`src/rtl/sha256_hash_assert.svh`:
```
// Assertion macros shared by the hash block
`ifndef SHA256_HASH_ASSERT_SVH
`define SHA256_HASH_ASSERT_SVH

// Condition in this cycle implies a condition in the same cycle
`define ASSERT_IMPLY(label, clk, rst, pre, post, msg) \
   label: assert property (@(posedge clk) disable iff (rst) (pre) |-> (post)) \
      else $error(msg);

// Condition in this cycle implies a condition in the next cycle
`define ASSERT_NEXT(label, clk, rst, pre, post, msg) \
   label: assert property (@(posedge clk) disable iff (rst) (pre) |=> (post)) \
      else $error(msg);

`endif

```
`src/rtl/sha256_pkg.sv`:
```
`timescale 1ns / 1ps

package sha256_pkg;

   typedef logic [31:0] word_type;
   typedef word_type [7:0] digest_type;

   // Controller states
   typedef enum logic [1:0] {
      ST_IDLE,
      ST_PAD,
      ST_ROUND,
      ST_ADD
   } state_type;

   // Source of a word shifted into the schedule window
   typedef enum logic [2:0] {
      PUSH_DATA,
      PUSH_TAIL,
      PUSH_MARKER,
      PUSH_ZERO,
      PUSH_LEN_HI,
      PUSH_LEN_LO
   } push_sel_type;

   // Commands from controller to datapath
   typedef struct packed {
      logic         push;
      push_sel_type sel;
      logic         take;
      logic         load_vars;
      logic         round;
      logic [5:0]   round_idx;
      logic         add_hash;
      logic         finish;
   } cmd_type;

   // Status from datapath to controller
   typedef struct packed {
      logic [3:0] pos;
      logic       in_last;
      logic       in_full;
   } dp_stat_type;

   localparam word_type INIT_H [8] = '{
      32'h6a09e667, 32'hbb67ae85, 32'h3c6ef372, 32'ha54ff53a,
      32'h510e527f, 32'h9b05688c, 32'h1f83d9ab, 32'h5be0cd19
   };

   localparam word_type ROUND_K [64] = '{
      32'h428a2f98, 32'h71374491, 32'hb5c0fbcf, 32'he9b5dba5,
      32'h3956c25b, 32'h59f111f1, 32'h923f82a4, 32'hab1c5ed5,
      32'hd807aa98, 32'h12835b01, 32'h243185be, 32'h550c7dc3,
      32'h72be5d74, 32'h80deb1fe, 32'h9bdc06a7, 32'hc19bf174,
      32'he49b69c1, 32'hefbe4786, 32'h0fc19dc6, 32'h240ca1cc,
      32'h2de92c6f, 32'h4a7484aa, 32'h5cb0a9dc, 32'h76f988da,
      32'h983e5152, 32'ha831c66d, 32'hb00327c8, 32'hbf597fc7,
      32'hc6e00bf3, 32'hd5a79147, 32'h06ca6351, 32'h14292967,
      32'h27b70a85, 32'h2e1b2138, 32'h4d2c6dfc, 32'h53380d13,
      32'h650a7354, 32'h766a0abb, 32'h81c2c92e, 32'h92722c85,
      32'ha2bfe8a1, 32'ha81a664b, 32'hc24b8b70, 32'hc76c51a3,
      32'hd192e819, 32'hd6990624, 32'hf40e3585, 32'h106aa070,
      32'h19a4c116, 32'h1e376c08, 32'h2748774c, 32'h34b0bcb5,
      32'h391c0cb3, 32'h4ed8aa4a, 32'h5b9cca4f, 32'h682e6ff3,
      32'h748f82ee, 32'h78a5636f, 32'h84c87814, 32'h8cc70208,
      32'h90befffa, 32'ha4506ceb, 32'hbef9a3f7, 32'hc67178f2
   };

endpackage

```
`src/rtl/sha256_if.sv`:
```
`timescale 1ns / 1ps

// Message word channel
interface sha256_req_if;
   logic        valid;
   logic        ready;
   logic [31:0] data_word;
   logic [2:0]  byte_count;
   logic        last;

   modport source (output valid, output data_word, output byte_count, output last,
                   input ready);
   modport sink (input valid, input data_word, input byte_count, input last,
                 output ready);
endinterface

// Digest word channel
interface sha256_rsp_if;
   logic        valid;
   logic        ready;
   logic [31:0] digest_word;
   logic [2:0]  word_index;
   logic        final_word;

   modport source (output valid, output digest_word, output word_index,
                   output final_word, input ready);
   modport sink (input valid, input digest_word, input word_index,
                 input final_word, output ready);
endinterface

```
`src/rtl/sha256_hash.sv`:
```
`timescale 1ns / 1ps

// SHA-256 hash engine.
// req_chan carries the message as big-endian 32-bit words with a count of valid
// leading bytes (below 4 only on the last word) and a last flag. The engine pads
// the message itself. rsp_chan returns the eight digest words, H0 first, with
// their index and a flag on the eighth.
// Words are taken one per cycle; every 16th word starts a compression of 64
// rounds plus a feed-forward step, during which no word is taken. A single
// round unit performs the rounds. After the last word, padding words enter one
// per cycle (up to 18 words), with one or two compressions along the way; the
// first digest word appears in the cycle after the final feed-forward, and the
// rest follow one per cycle while the receiver is ready.
// The digest sits in its own output buffer, so the next message is taken while
// a stalled receiver holds the last digest; only the final feed-forward of that
// next message waits until the buffer has drained.
// Synchronous reset returns the hash words to their initial values, clears the
// length and word position, and drops any pending digest.
module sha256_hash (
   input  logic         clock,
   input  logic         reset,
   sha256_req_if.sink   req_chan,
   sha256_rsp_if.source rsp_chan
);
   import sha256_pkg::*;

   cmd_type     cmd;
   dp_stat_type stat;
   digest_type  digest;
   logic        dig_busy;

   sha256_ctrl u_ctrl (
      .clock     (clock),
      .reset     (reset),
      .req_valid (req_chan.valid),
      .req_ready (req_chan.ready),
      .stat      (stat),
      .dig_busy  (dig_busy),
      .cmd       (cmd)
   );

   sha256_dp u_dp (
      .clock      (clock),
      .reset      (reset),
      .data_word  (req_chan.data_word),
      .byte_count (req_chan.byte_count),
      .last       (req_chan.last),
      .cmd        (cmd),
      .stat       (stat),
      .digest     (digest)
   );

   sha256_out u_out (
      .clock    (clock),
      .reset    (reset),
      .load     (cmd.finish),
      .digest   (digest),
      .busy     (dig_busy),
      .rsp_chan (rsp_chan)
   );

endmodule

```
`src/rtl/sha256_ctrl.sv`:
```
`timescale 1ns / 1ps

`include "sha256_hash_assert.svh"

module sha256_ctrl (
   input  logic                    clock,
   input  logic                    reset,
   input  logic                    req_valid,
   output logic                    req_ready,
   input  sha256_pkg::dp_stat_type stat,
   input  logic                    dig_busy,
   output sha256_pkg::cmd_type     cmd
);
   import sha256_pkg::*;

   state_type  state_ff, state_in;
   logic [5:0] round_ff, round_in;
   logic       pad_ff, pad_in;        // message end seen, padding in progress
   logic       marker_ff, marker_in;  // 0x80 word still owed
   logic       hi_ff, hi_in;          // upper length word pushed
   logic       done_ff, done_in;      // lower length word pushed
   push_sel_type pad_sel;

   // Padding word choice
   always_comb begin
      priority if (marker_ff) begin
         pad_sel = PUSH_MARKER;
      end else if (stat.pos == 4'd14) begin
         pad_sel = PUSH_LEN_HI;
      end else if (stat.pos == 4'd15 && hi_ff) begin
         pad_sel = PUSH_LEN_LO;
      end else begin
         pad_sel = PUSH_ZERO;
      end
   end

   // Next state
   always_comb begin
      state_in  = state_ff;
      round_in  = round_ff;
      pad_in    = pad_ff;
      marker_in = marker_ff;
      hi_in     = hi_ff;
      done_in   = done_ff;
      unique case (state_ff)
         ST_IDLE: begin
            if (req_valid) begin
               pad_in    = stat.in_last;
               marker_in = stat.in_last && stat.in_full;
               hi_in     = 1'b0;
               done_in   = 1'b0;
               if (stat.pos == 4'd15) begin
                  state_in = ST_ROUND;
               end else if (stat.in_last) begin
                  state_in = ST_PAD;
               end
            end
         end
         ST_PAD: begin
            if (pad_sel == PUSH_MARKER) marker_in = 1'b0;
            if (pad_sel == PUSH_LEN_HI) hi_in = 1'b1;
            if (pad_sel == PUSH_LEN_LO) done_in = 1'b1;
            if (stat.pos == 4'd15) state_in = ST_ROUND;
         end
         ST_ROUND: begin
            round_in = round_ff + 6'd1;
            if (round_ff == 6'd63) state_in = ST_ADD;
         end
         ST_ADD: begin
            if (done_ff) begin
               if (!dig_busy) begin
                  state_in = ST_IDLE;
                  pad_in   = 1'b0;
                  done_in  = 1'b0;
                  hi_in    = 1'b0;
               end
            end else if (pad_ff) begin
               state_in = ST_PAD;
            end else begin
               state_in = ST_IDLE;
            end
         end
         default: state_in = ST_IDLE;
      endcase
   end

   // Outputs
   always_comb begin
      req_ready     = 1'b0;
      cmd           = '0;
      cmd.sel       = PUSH_ZERO;
      cmd.round_idx = round_ff;
      unique case (state_ff)
         ST_IDLE: begin
            req_ready = 1'b1;
            if (req_valid) begin
               cmd.push      = 1'b1;
               cmd.take      = 1'b1;
               cmd.sel       = stat.in_full ? PUSH_DATA : PUSH_TAIL;
               cmd.load_vars = (stat.pos == 4'd15);
            end
         end
         ST_PAD: begin
            cmd.push      = 1'b1;
            cmd.sel       = pad_sel;
            cmd.load_vars = (stat.pos == 4'd15);
         end
         ST_ROUND: begin
            cmd.round = 1'b1;
         end
         ST_ADD: begin
            cmd.finish   = done_ff && !dig_busy;
            cmd.add_hash = !done_ff;
         end
         default: ;
      endcase
   end

   always_ff @(posedge clock) begin
      if (reset) begin
         state_ff  <= ST_IDLE;
         round_ff  <= '0;
         pad_ff    <= 1'b0;
         marker_ff <= 1'b0;
         hi_ff     <= 1'b0;
         done_ff   <= 1'b0;
      end else begin
         state_ff  <= state_in;
         round_ff  <= round_in;
         pad_ff    <= pad_in;
         marker_ff <= marker_in;
         hi_ff     <= hi_in;
         done_ff   <= done_in;
      end
   end

   `ASSERT_IMPLY(a_finish_free, clock, reset, cmd.finish, !dig_busy, "finish into busy buffer")
   `ASSERT_IMPLY(a_load_on_full, clock, reset, cmd.load_vars,
                 cmd.push && stat.pos == 4'd15, "compression started on partial block")
   `ASSERT_NEXT(a_round_end, clock, reset, state_ff == ST_ROUND && round_ff == 6'd63,
                state_ff == ST_ADD && round_ff == 6'd0, "round count out of step")

endmodule

```
`src/rtl/sha256_dp.sv`:
```
`timescale 1ns / 1ps

module sha256_dp (
   input  logic                    clock,
   input  logic                    reset,
   input  logic [31:0]             data_word,
   input  logic [2:0]              byte_count,
   input  logic                    last,
   input  sha256_pkg::cmd_type     cmd,
   output sha256_pkg::dp_stat_type stat,
   output sha256_pkg::digest_type  digest
);
   import sha256_pkg::*;

   word_type   hash_ff [8];
   word_type   vars_ff [8];
   word_type   sched_ff [16];
   logic [3:0] pos_ff;
   logic [63:0] len_ff;

   logic [2:0] eff_count;
   word_type   tail_word;
   word_type   push_word;
   word_type   next_w;
   word_type   t1, t2, big0, big1, ch, maj, s0, s1;

   function automatic word_type rotr(input word_type x, input int unsigned n);
      return (x >> n) | (x << (32 - n));
   endfunction

   // Byte count is a full word unless this is a short last word
   assign eff_count = (!last || byte_count > 3'd4) ? 3'd4 : byte_count;

   assign stat.pos     = pos_ff;
   assign stat.in_last = last;
   assign stat.in_full = (eff_count == 3'd4);

   // Short last word: keep valid bytes, append the 0x80 byte
   always_comb begin
      unique case (eff_count[1:0])
         2'd0:    tail_word = 32'h8000_0000;
         2'd1:    tail_word = {data_word[31:24], 24'h80_0000};
         2'd2:    tail_word = {data_word[31:16], 16'h8000};
         default: tail_word = {data_word[31:8], 8'h80};
      endcase
   end

   always_comb begin
      unique case (cmd.sel)
         PUSH_DATA:   push_word = data_word;
         PUSH_TAIL:   push_word = tail_word;
         PUSH_MARKER: push_word = 32'h8000_0000;
         PUSH_LEN_HI: push_word = len_ff[63:32];
         PUSH_LEN_LO: push_word = len_ff[31:0];
         default:     push_word = '0;
      endcase
   end

   // Message schedule: window holds W[t..t+15]
   assign s0     = rotr(sched_ff[1], 7) ^ rotr(sched_ff[1], 18) ^ (sched_ff[1] >> 3);
   assign s1     = rotr(sched_ff[14], 17) ^ rotr(sched_ff[14], 19) ^ (sched_ff[14] >> 10);
   assign next_w = s1 + sched_ff[9] + s0 + sched_ff[0];

   // One compression round
   assign big1 = rotr(vars_ff[4], 6) ^ rotr(vars_ff[4], 11) ^ rotr(vars_ff[4], 25);
   assign ch   = (vars_ff[4] & vars_ff[5]) ^ (~vars_ff[4] & vars_ff[6]);
   assign t1   = vars_ff[7] + big1 + ch + ROUND_K[cmd.round_idx] + sched_ff[0];
   assign big0 = rotr(vars_ff[0], 2) ^ rotr(vars_ff[0], 13) ^ rotr(vars_ff[0], 22);
   assign maj  = (vars_ff[0] & vars_ff[1]) ^ (vars_ff[0] & vars_ff[2])
               ^ (vars_ff[1] & vars_ff[2]);
   assign t2   = big0 + maj;

   // Feed-forward sum, also the digest on the final block
   always_comb begin
      for (int i = 0; i < 8; i++) begin
         digest[i] = hash_ff[i] + vars_ff[i];
      end
   end

   // Schedule window
   always_ff @(posedge clock) begin
      if (cmd.push || cmd.round) begin
         for (int i = 0; i < 15; i++) begin
            sched_ff[i] <= sched_ff[i + 1];
         end
         sched_ff[15] <= cmd.push ? push_word : next_w;
      end
   end

   // Working variables
   always_ff @(posedge clock) begin
      if (cmd.load_vars) begin
         for (int i = 0; i < 8; i++) begin
            vars_ff[i] <= hash_ff[i];
         end
      end else if (cmd.round) begin
         vars_ff[7] <= vars_ff[6];
         vars_ff[6] <= vars_ff[5];
         vars_ff[5] <= vars_ff[4];
         vars_ff[4] <= vars_ff[3] + t1;
         vars_ff[3] <= vars_ff[2];
         vars_ff[2] <= vars_ff[1];
         vars_ff[1] <= vars_ff[0];
         vars_ff[0] <= t1 + t2;
      end
   end

   // Hash words, word position and bit length
   always_ff @(posedge clock) begin
      if (reset) begin
         for (int i = 0; i < 8; i++) begin
            hash_ff[i] <= INIT_H[i];
         end
         pos_ff <= '0;
         len_ff <= '0;
      end else begin
         if (cmd.push) pos_ff <= pos_ff + 4'd1;
         if (cmd.take) len_ff <= len_ff + {58'd0, eff_count, 3'd0};
         if (cmd.finish) begin
            for (int i = 0; i < 8; i++) begin
               hash_ff[i] <= INIT_H[i];
            end
            len_ff <= '0;
         end else if (cmd.add_hash) begin
            for (int i = 0; i < 8; i++) begin
               hash_ff[i] <= digest[i];
            end
         end
      end
   end

endmodule

```
`src/rtl/sha256_out.sv`:
```
`timescale 1ns / 1ps

`include "sha256_hash_assert.svh"

module sha256_out (
   input  logic                   clock,
   input  logic                   reset,
   input  logic                   load,
   input  sha256_pkg::digest_type digest,
   output logic                   busy,
   sha256_rsp_if.source           rsp_chan
);
   import sha256_pkg::*;

   word_type   dig_ff [8];
   logic [2:0] cnt_ff;
   logic       busy_ff;
   logic       take;

   assign take = busy_ff && rsp_chan.ready;
   assign busy = busy_ff;

   assign rsp_chan.valid       = busy_ff;
   assign rsp_chan.digest_word = dig_ff[0];
   assign rsp_chan.word_index  = cnt_ff;
   assign rsp_chan.final_word  = (cnt_ff == 3'd7);

   // Digest words shift toward the output one item at a time
   always_ff @(posedge clock) begin
      if (load) begin
         for (int i = 0; i < 8; i++) begin
            dig_ff[i] <= digest[i];
         end
      end else if (take) begin
         for (int i = 0; i < 7; i++) begin
            dig_ff[i] <= dig_ff[i + 1];
         end
      end
   end

   always_ff @(posedge clock) begin
      if (reset) begin
         busy_ff <= 1'b0;
         cnt_ff  <= '0;
      end else if (load) begin
         busy_ff <= 1'b1;
         cnt_ff  <= '0;
      end else if (take) begin
         cnt_ff <= cnt_ff + 3'd1;
         if (cnt_ff == 3'd7) busy_ff <= 1'b0;
      end
   end

   `ASSERT_IMPLY(a_load_idle, clock, reset, load, !busy_ff, "digest overwritten")
   `ASSERT_NEXT(a_last_drains, clock, reset, take && cnt_ff == 3'd7, !busy_ff,
                "buffer still busy after last item")

endmodule
```
`src/flat_wrapper.sv`:
```
// flat-port wrapper written by rule: the top's interface ports become plain ports
module sha256_hash_flat import sha256_pkg::*;
  (clock, reset, req_chan_valid, req_chan_data_word, req_chan_byte_count, req_chan_last, req_chan_ready, rsp_chan_valid, rsp_chan_digest_word, rsp_chan_word_index, rsp_chan_final_word, rsp_chan_ready);
  sha256_req_if req_chan_i ();
  sha256_rsp_if rsp_chan_i ();
  input  logic clock;
  input  logic reset;
  input wire logic [$bits(req_chan_i.valid)-1:0] req_chan_valid;
  input wire logic [$bits(req_chan_i.data_word)-1:0] req_chan_data_word;
  input wire logic [$bits(req_chan_i.byte_count)-1:0] req_chan_byte_count;
  input wire logic [$bits(req_chan_i.last)-1:0] req_chan_last;
  output wire logic [$bits(req_chan_i.ready)-1:0] req_chan_ready;
  output wire logic [$bits(rsp_chan_i.valid)-1:0] rsp_chan_valid;
  output wire logic [$bits(rsp_chan_i.digest_word)-1:0] rsp_chan_digest_word;
  output wire logic [$bits(rsp_chan_i.word_index)-1:0] rsp_chan_word_index;
  output wire logic [$bits(rsp_chan_i.final_word)-1:0] rsp_chan_final_word;
  input wire logic [$bits(rsp_chan_i.ready)-1:0] rsp_chan_ready;
  assign req_chan_i.valid = req_chan_valid;
  assign req_chan_i.data_word = req_chan_data_word;
  assign req_chan_i.byte_count = req_chan_byte_count;
  assign req_chan_i.last = req_chan_last;
  assign req_chan_ready = req_chan_i.ready;
  assign rsp_chan_valid = rsp_chan_i.valid;
  assign rsp_chan_digest_word = rsp_chan_i.digest_word;
  assign rsp_chan_word_index = rsp_chan_i.word_index;
  assign rsp_chan_final_word = rsp_chan_i.final_word;
  assign rsp_chan_i.ready = rsp_chan_ready;
  sha256_hash u_core (.clock(clock), .reset(reset), .req_chan(req_chan_i), .rsp_chan(rsp_chan_i));
endmodule
```
`config.mk`:
```
export PLATFORM = sky130hd
export DESIGN_NAME = sha256_hash_flat
export DESIGN_NICKNAME = d
export VERILOG_FILES = /design/src/rtl/sha256_pkg.sv /design/src/rtl/sha256_if.sv /design/src/rtl/sha256_hash.sv /design/src/rtl/sha256_ctrl.sv /design/src/rtl/sha256_dp.sv /design/src/rtl/sha256_out.sv /design/src/flat_wrapper.sv
export VERILOG_INCLUDE_DIRS = /design/src /design/src/rtl
export SDC_FILE = /design/constraint.sdc
export NUM_CORES = 2
export LEC_CHECK = 0
export BUFFER_PORTS_ARGS = -buffer_cell sky130_fd_sc_hd__buf_2
export CORE_ASPECT_RATIO = 1.5
export CORE_MARGIN = 1
export CORE_UTILIZATION = 62
export CTS_CLUSTER_DIAMETER = 100
export DETAILED_ROUTE_END_ITERATION = 6
export PLACE_DENSITY = 0.78
export SLEW_MARGIN = 20
export SYNTH_ARGS = -nofsm -noshare
export SYNTH_HDL_FRONTEND = slang
export SYNTH_SLANG_ARGS = --single-unit
export TNS_END_PERCENT = 1
```
`constraint.sdc`:
```
create_clock -name clock -period 61.7 [get_ports clock]
set_input_delay 9.255 -clock clock [delete_from_list [all_inputs] [get_ports clock]]
set_output_delay 9.255 -clock clock [all_outputs]
set_load 0.01 [all_outputs]
```
==> results.sh <==
export IMPL_outcome="complete, no violations"
export IMPL_worstSkewPairLatency_ps=810
export IMPL_dieHeight_um=434
export IMPL_max_cap_violations=0
export IMPL_synth_edf_count=1248
export IMPL_synthArstFlopShare_pct=0
export IMPL_final_common_cell="edfxtp_1"
export IMPL_drt_iter0_drc=4251
export IMPL_rr_worst_depth=32
export IMPL_maxSlewHeadroom_pct=4.77
export IMPL_ys_warn_count=0
export IMPL_synth_main_ff_cell="edfxtp_1"
export IMPL_postCtsHoldBufs=0
export IMPL_rows=158
export IMPL_synth_seq_cells=1361
export IMPL_fin_skew_ps=44.6
export IMPL_r2r_end="u_core.u_dp.vars_ff[0][159]$_DFFE_PP_"
export IMPL_dieArea_um2=126000
export IMPL_dp_cells=8081
export IMPL_cts_setup_buffers=0
export IMPL_syn_nets=7292
export IMPL_worstPathArrival_ps=13330
export IMPL_place_hpwl_mm=163
export IMPL_nFillCells=9169
export IMPL_io_buffers=77
export IMPL_place_congestion=0.990
export IMPL_synth_area_per_cell_um2=11.6
export IMPL_min_path_cells=0
export IMPL_fin_nets=7259
export IMPL_tightest_slew_ps=1430
export IMPL_r2r_start="u_core.u_ctrl.round_ff[3]$_SDFFE_PP0P_"
export IMPL_start_util_pct=62.4
export IMPL_via_per_inst=6.32
export IMPL_hold_violations=0
export IMPL_synth_cell_type_count=85
export IMPL_clkTransAtPathRegs_ps=70
export IMPL_ant_nets=0
export IMPL_grt_pass1_wl_mm=330
export IMPL_cp_end_kind="flip-flop"
export IMPL_cp_required_ps=62350
export IMPL_grt_setup_unrepaired="false"
export IMPL_whs_ps=397
export IMPL_num_antenna_cells=0
export IMPL_area_growth_syn_to_layout_pct=8.20
export IMPL_fmax_ghz=0.0788
export IMPL_drc_errors=0
export IMPL_final_cell_mix="edfxtp_1 (1248), nand2_1 (653), xnor2_1 (445), nor2_1 (443), a21oi_1 (442)"
export IMPL_gr_total_overflow=0
export IMPL_synth_seq_area_share_pct=51.6
export IMPL_worstSetupStartpoint="req_chan_last"
export IMPL_synthesis_area_um2=77000
export IMPL_cts_buffer_depth=3
export IMPL_period_share_pct=20.6
export IMPL_utilization_pct=67.5
export IMPL_synth_top_area_share_pct=48.7
export IMPL_groute_usage_overall_pct=36.1
export IMPL_grt_max_degree=201
export IMPL_min_from="u_core.u_dp.sched_ff[1][245]$_DFFE_PP_"
export IMPL_synth_area_leaders="edfxtp_1 (49%), ha_1 (6.6%), fa_1 (5.1%)"
export IMPL_numCtsBuffers=133
export IMPL_cts_root_buf="clkbuf_16"
export IMPL_grt_antenna_before_repair=1
export IMPL_die_x_um=290
export IMPL_htreeDepth=4
export IMPL_hold_path_endpoint="u_core.u_dp.sched_ff[1][213]$_DFFE_PP_"
export IMPL_post_cts_resized=0
export IMPL_wirelength_mm=224
export IMPL_fin_crit_ps=12680
export IMPL_setup_viol=0
export IMPL_core_area_um2=123000
export IMPL_drv_slew=0
export IMPL_grt_pass1_vias=54000
export IMPL_synth_largest_area_cell="edfxtp_1"
export IMPL_fin_cells=8329
export IMPL_min_path_type="reg -> reg"
export IMPL_rrSetupSlack_ps=50670
export IMPL_syn_inst=6652
export IMPL_drive_gt1_share_pct=9.90
export IMPL_vias=52700
export IMPL_crit_fanout=10
export IMPL_cts_tree="done"
export IMPL_critPathKind="in -> reg"
export IMPL_drt_first_pass_iters=6
export IMPL_startpoint_type="primary input"
export IMPL_cts_sinks=1361
export IMPL_tns_ps=0
export IMPL_post_drt_wl_per_cell_um=26.8
export IMPL_pin_count=78
[state kept, by name, summed over array words and instances, names as in the netlist]
register / cells
u_core.u_ctrl.done_ff: 1
u_core.u_dp.hash_ff: 256
u_core.u_ctrl.marker_ff: 1
u_core.u_out.dig_ff: 256
u_core.u_ctrl.round_ff: 6
u_core.u_out.rsp_chan.word_index: 3
u_core.u_out.busy: 1
u_core.u_dp.sched_ff: 512
u_core.u_ctrl.hi_ff: 1
u_core.u_ctrl.state_ff: 2
u_core.u_dp.vars_ff: 256
u_core.u_dp.len_ff: 61
u_core.u_dp.pos_ff: 4
u_core.u_ctrl.pad_ff: 1
[worst max path at each step]
stage	endpoint	cells past startpoint
floorplan	u_core.u_dp.sched_ff[0][0]$_DFFE_PP_	5
global placement	u_core.u_dp.len_ff[62]$_SDFFE_PP0P_	16
detailed placement	u_core.u_dp.len_ff[60]$_SDFFE_PP0P_	16
CTS	u_core.u_dp.len_ff[60]$_SDFFE_PP0P_	16
global route	u_core.u_dp.len_ff[60]$_SDFFE_PP0P_	16
finish	u_core.u_dp.len_ff[56]$_SDFFE_PP0P_	16
[layout make-up]
type                       instances  area (um2)  share of cell area (%)
multi-input combinational       4703       35000                    42.1
sequential                      1361       39700                    47.7
tap                             1600        2000                    2.40
clock buffer                     167        3520                    4.22
inverter                         274        1040                    1.24
clock inverter                    78        1010                    1.21
timing repair buffer             146         971                    1.17
[routing by layer]
| layer | track usage (%) | up-vias | wire length [um] |
|---|---|---|---|
| li1 | - | 24000 | - |
| met1 | 38.0 | 25700 | 75500 |
| met2 | 62.9 | 2189 | 113000 |
| met3 | 5.28 | 757 | 12400 |
| met4 | 31.0 | 2 | 22200 |
| met5 | 0 | - | 12 |
[Yosys cell counts (all sizes together), types with 15 or more instances]
library cell  count
a211oi           56
a21boi           15
a21o            155
a21oi           447
a31oi            40
and2             43
and3             39
buf              65
clkbuf          249
dfxtp           113
edfxtp         1248
fa              196
ha              404
inv             271
maj3             30
mux2            260
mux2i            47
nand2           656
nand2b           78
nand3            96
nand4            26
nor2            446
nor2b            50
nor3             72
o211ai           34
o21a             54
o21ai           447
o21bai           43
o221ai           21
o31ai            34
or3              36
xnor2           445
xor2            206
[worst max-delay path, stage by stage]
cell and delay, ps:
buf_2 120, nor2b_1 150, nand2_1 200, inv_1 100, ha_1 280, a21o_1 120, a21oi_1 80, nand4b_1 430
nor3_1 670, nand2_1 300, nor2_1 380, nand3_1 350, nor2_1 550, nand2_1 130, xor2_1 150, nor2_1 50
[per-stage QoR]
step	cell area (um2)	setup WS, ps
final	83300	49020
after global routing	83300	48600
after CTS	83300	48950
after detailed placement	78700	48100
after global placement	78700	48160
after floorplan	77000	25670
[cells by family after synthesis]
family / share of synthesized area, %
simple gates: 9.18
buf+inv: 3.03
xor+xnor: 7.40
compound gates: 12.2
fa+ha+maj: 12.0
flops: 51.6
mux: 4.56
Power is not shown: default switching activity piles up to over one toggle a cycle in this logic, so the estimate is an artifact.
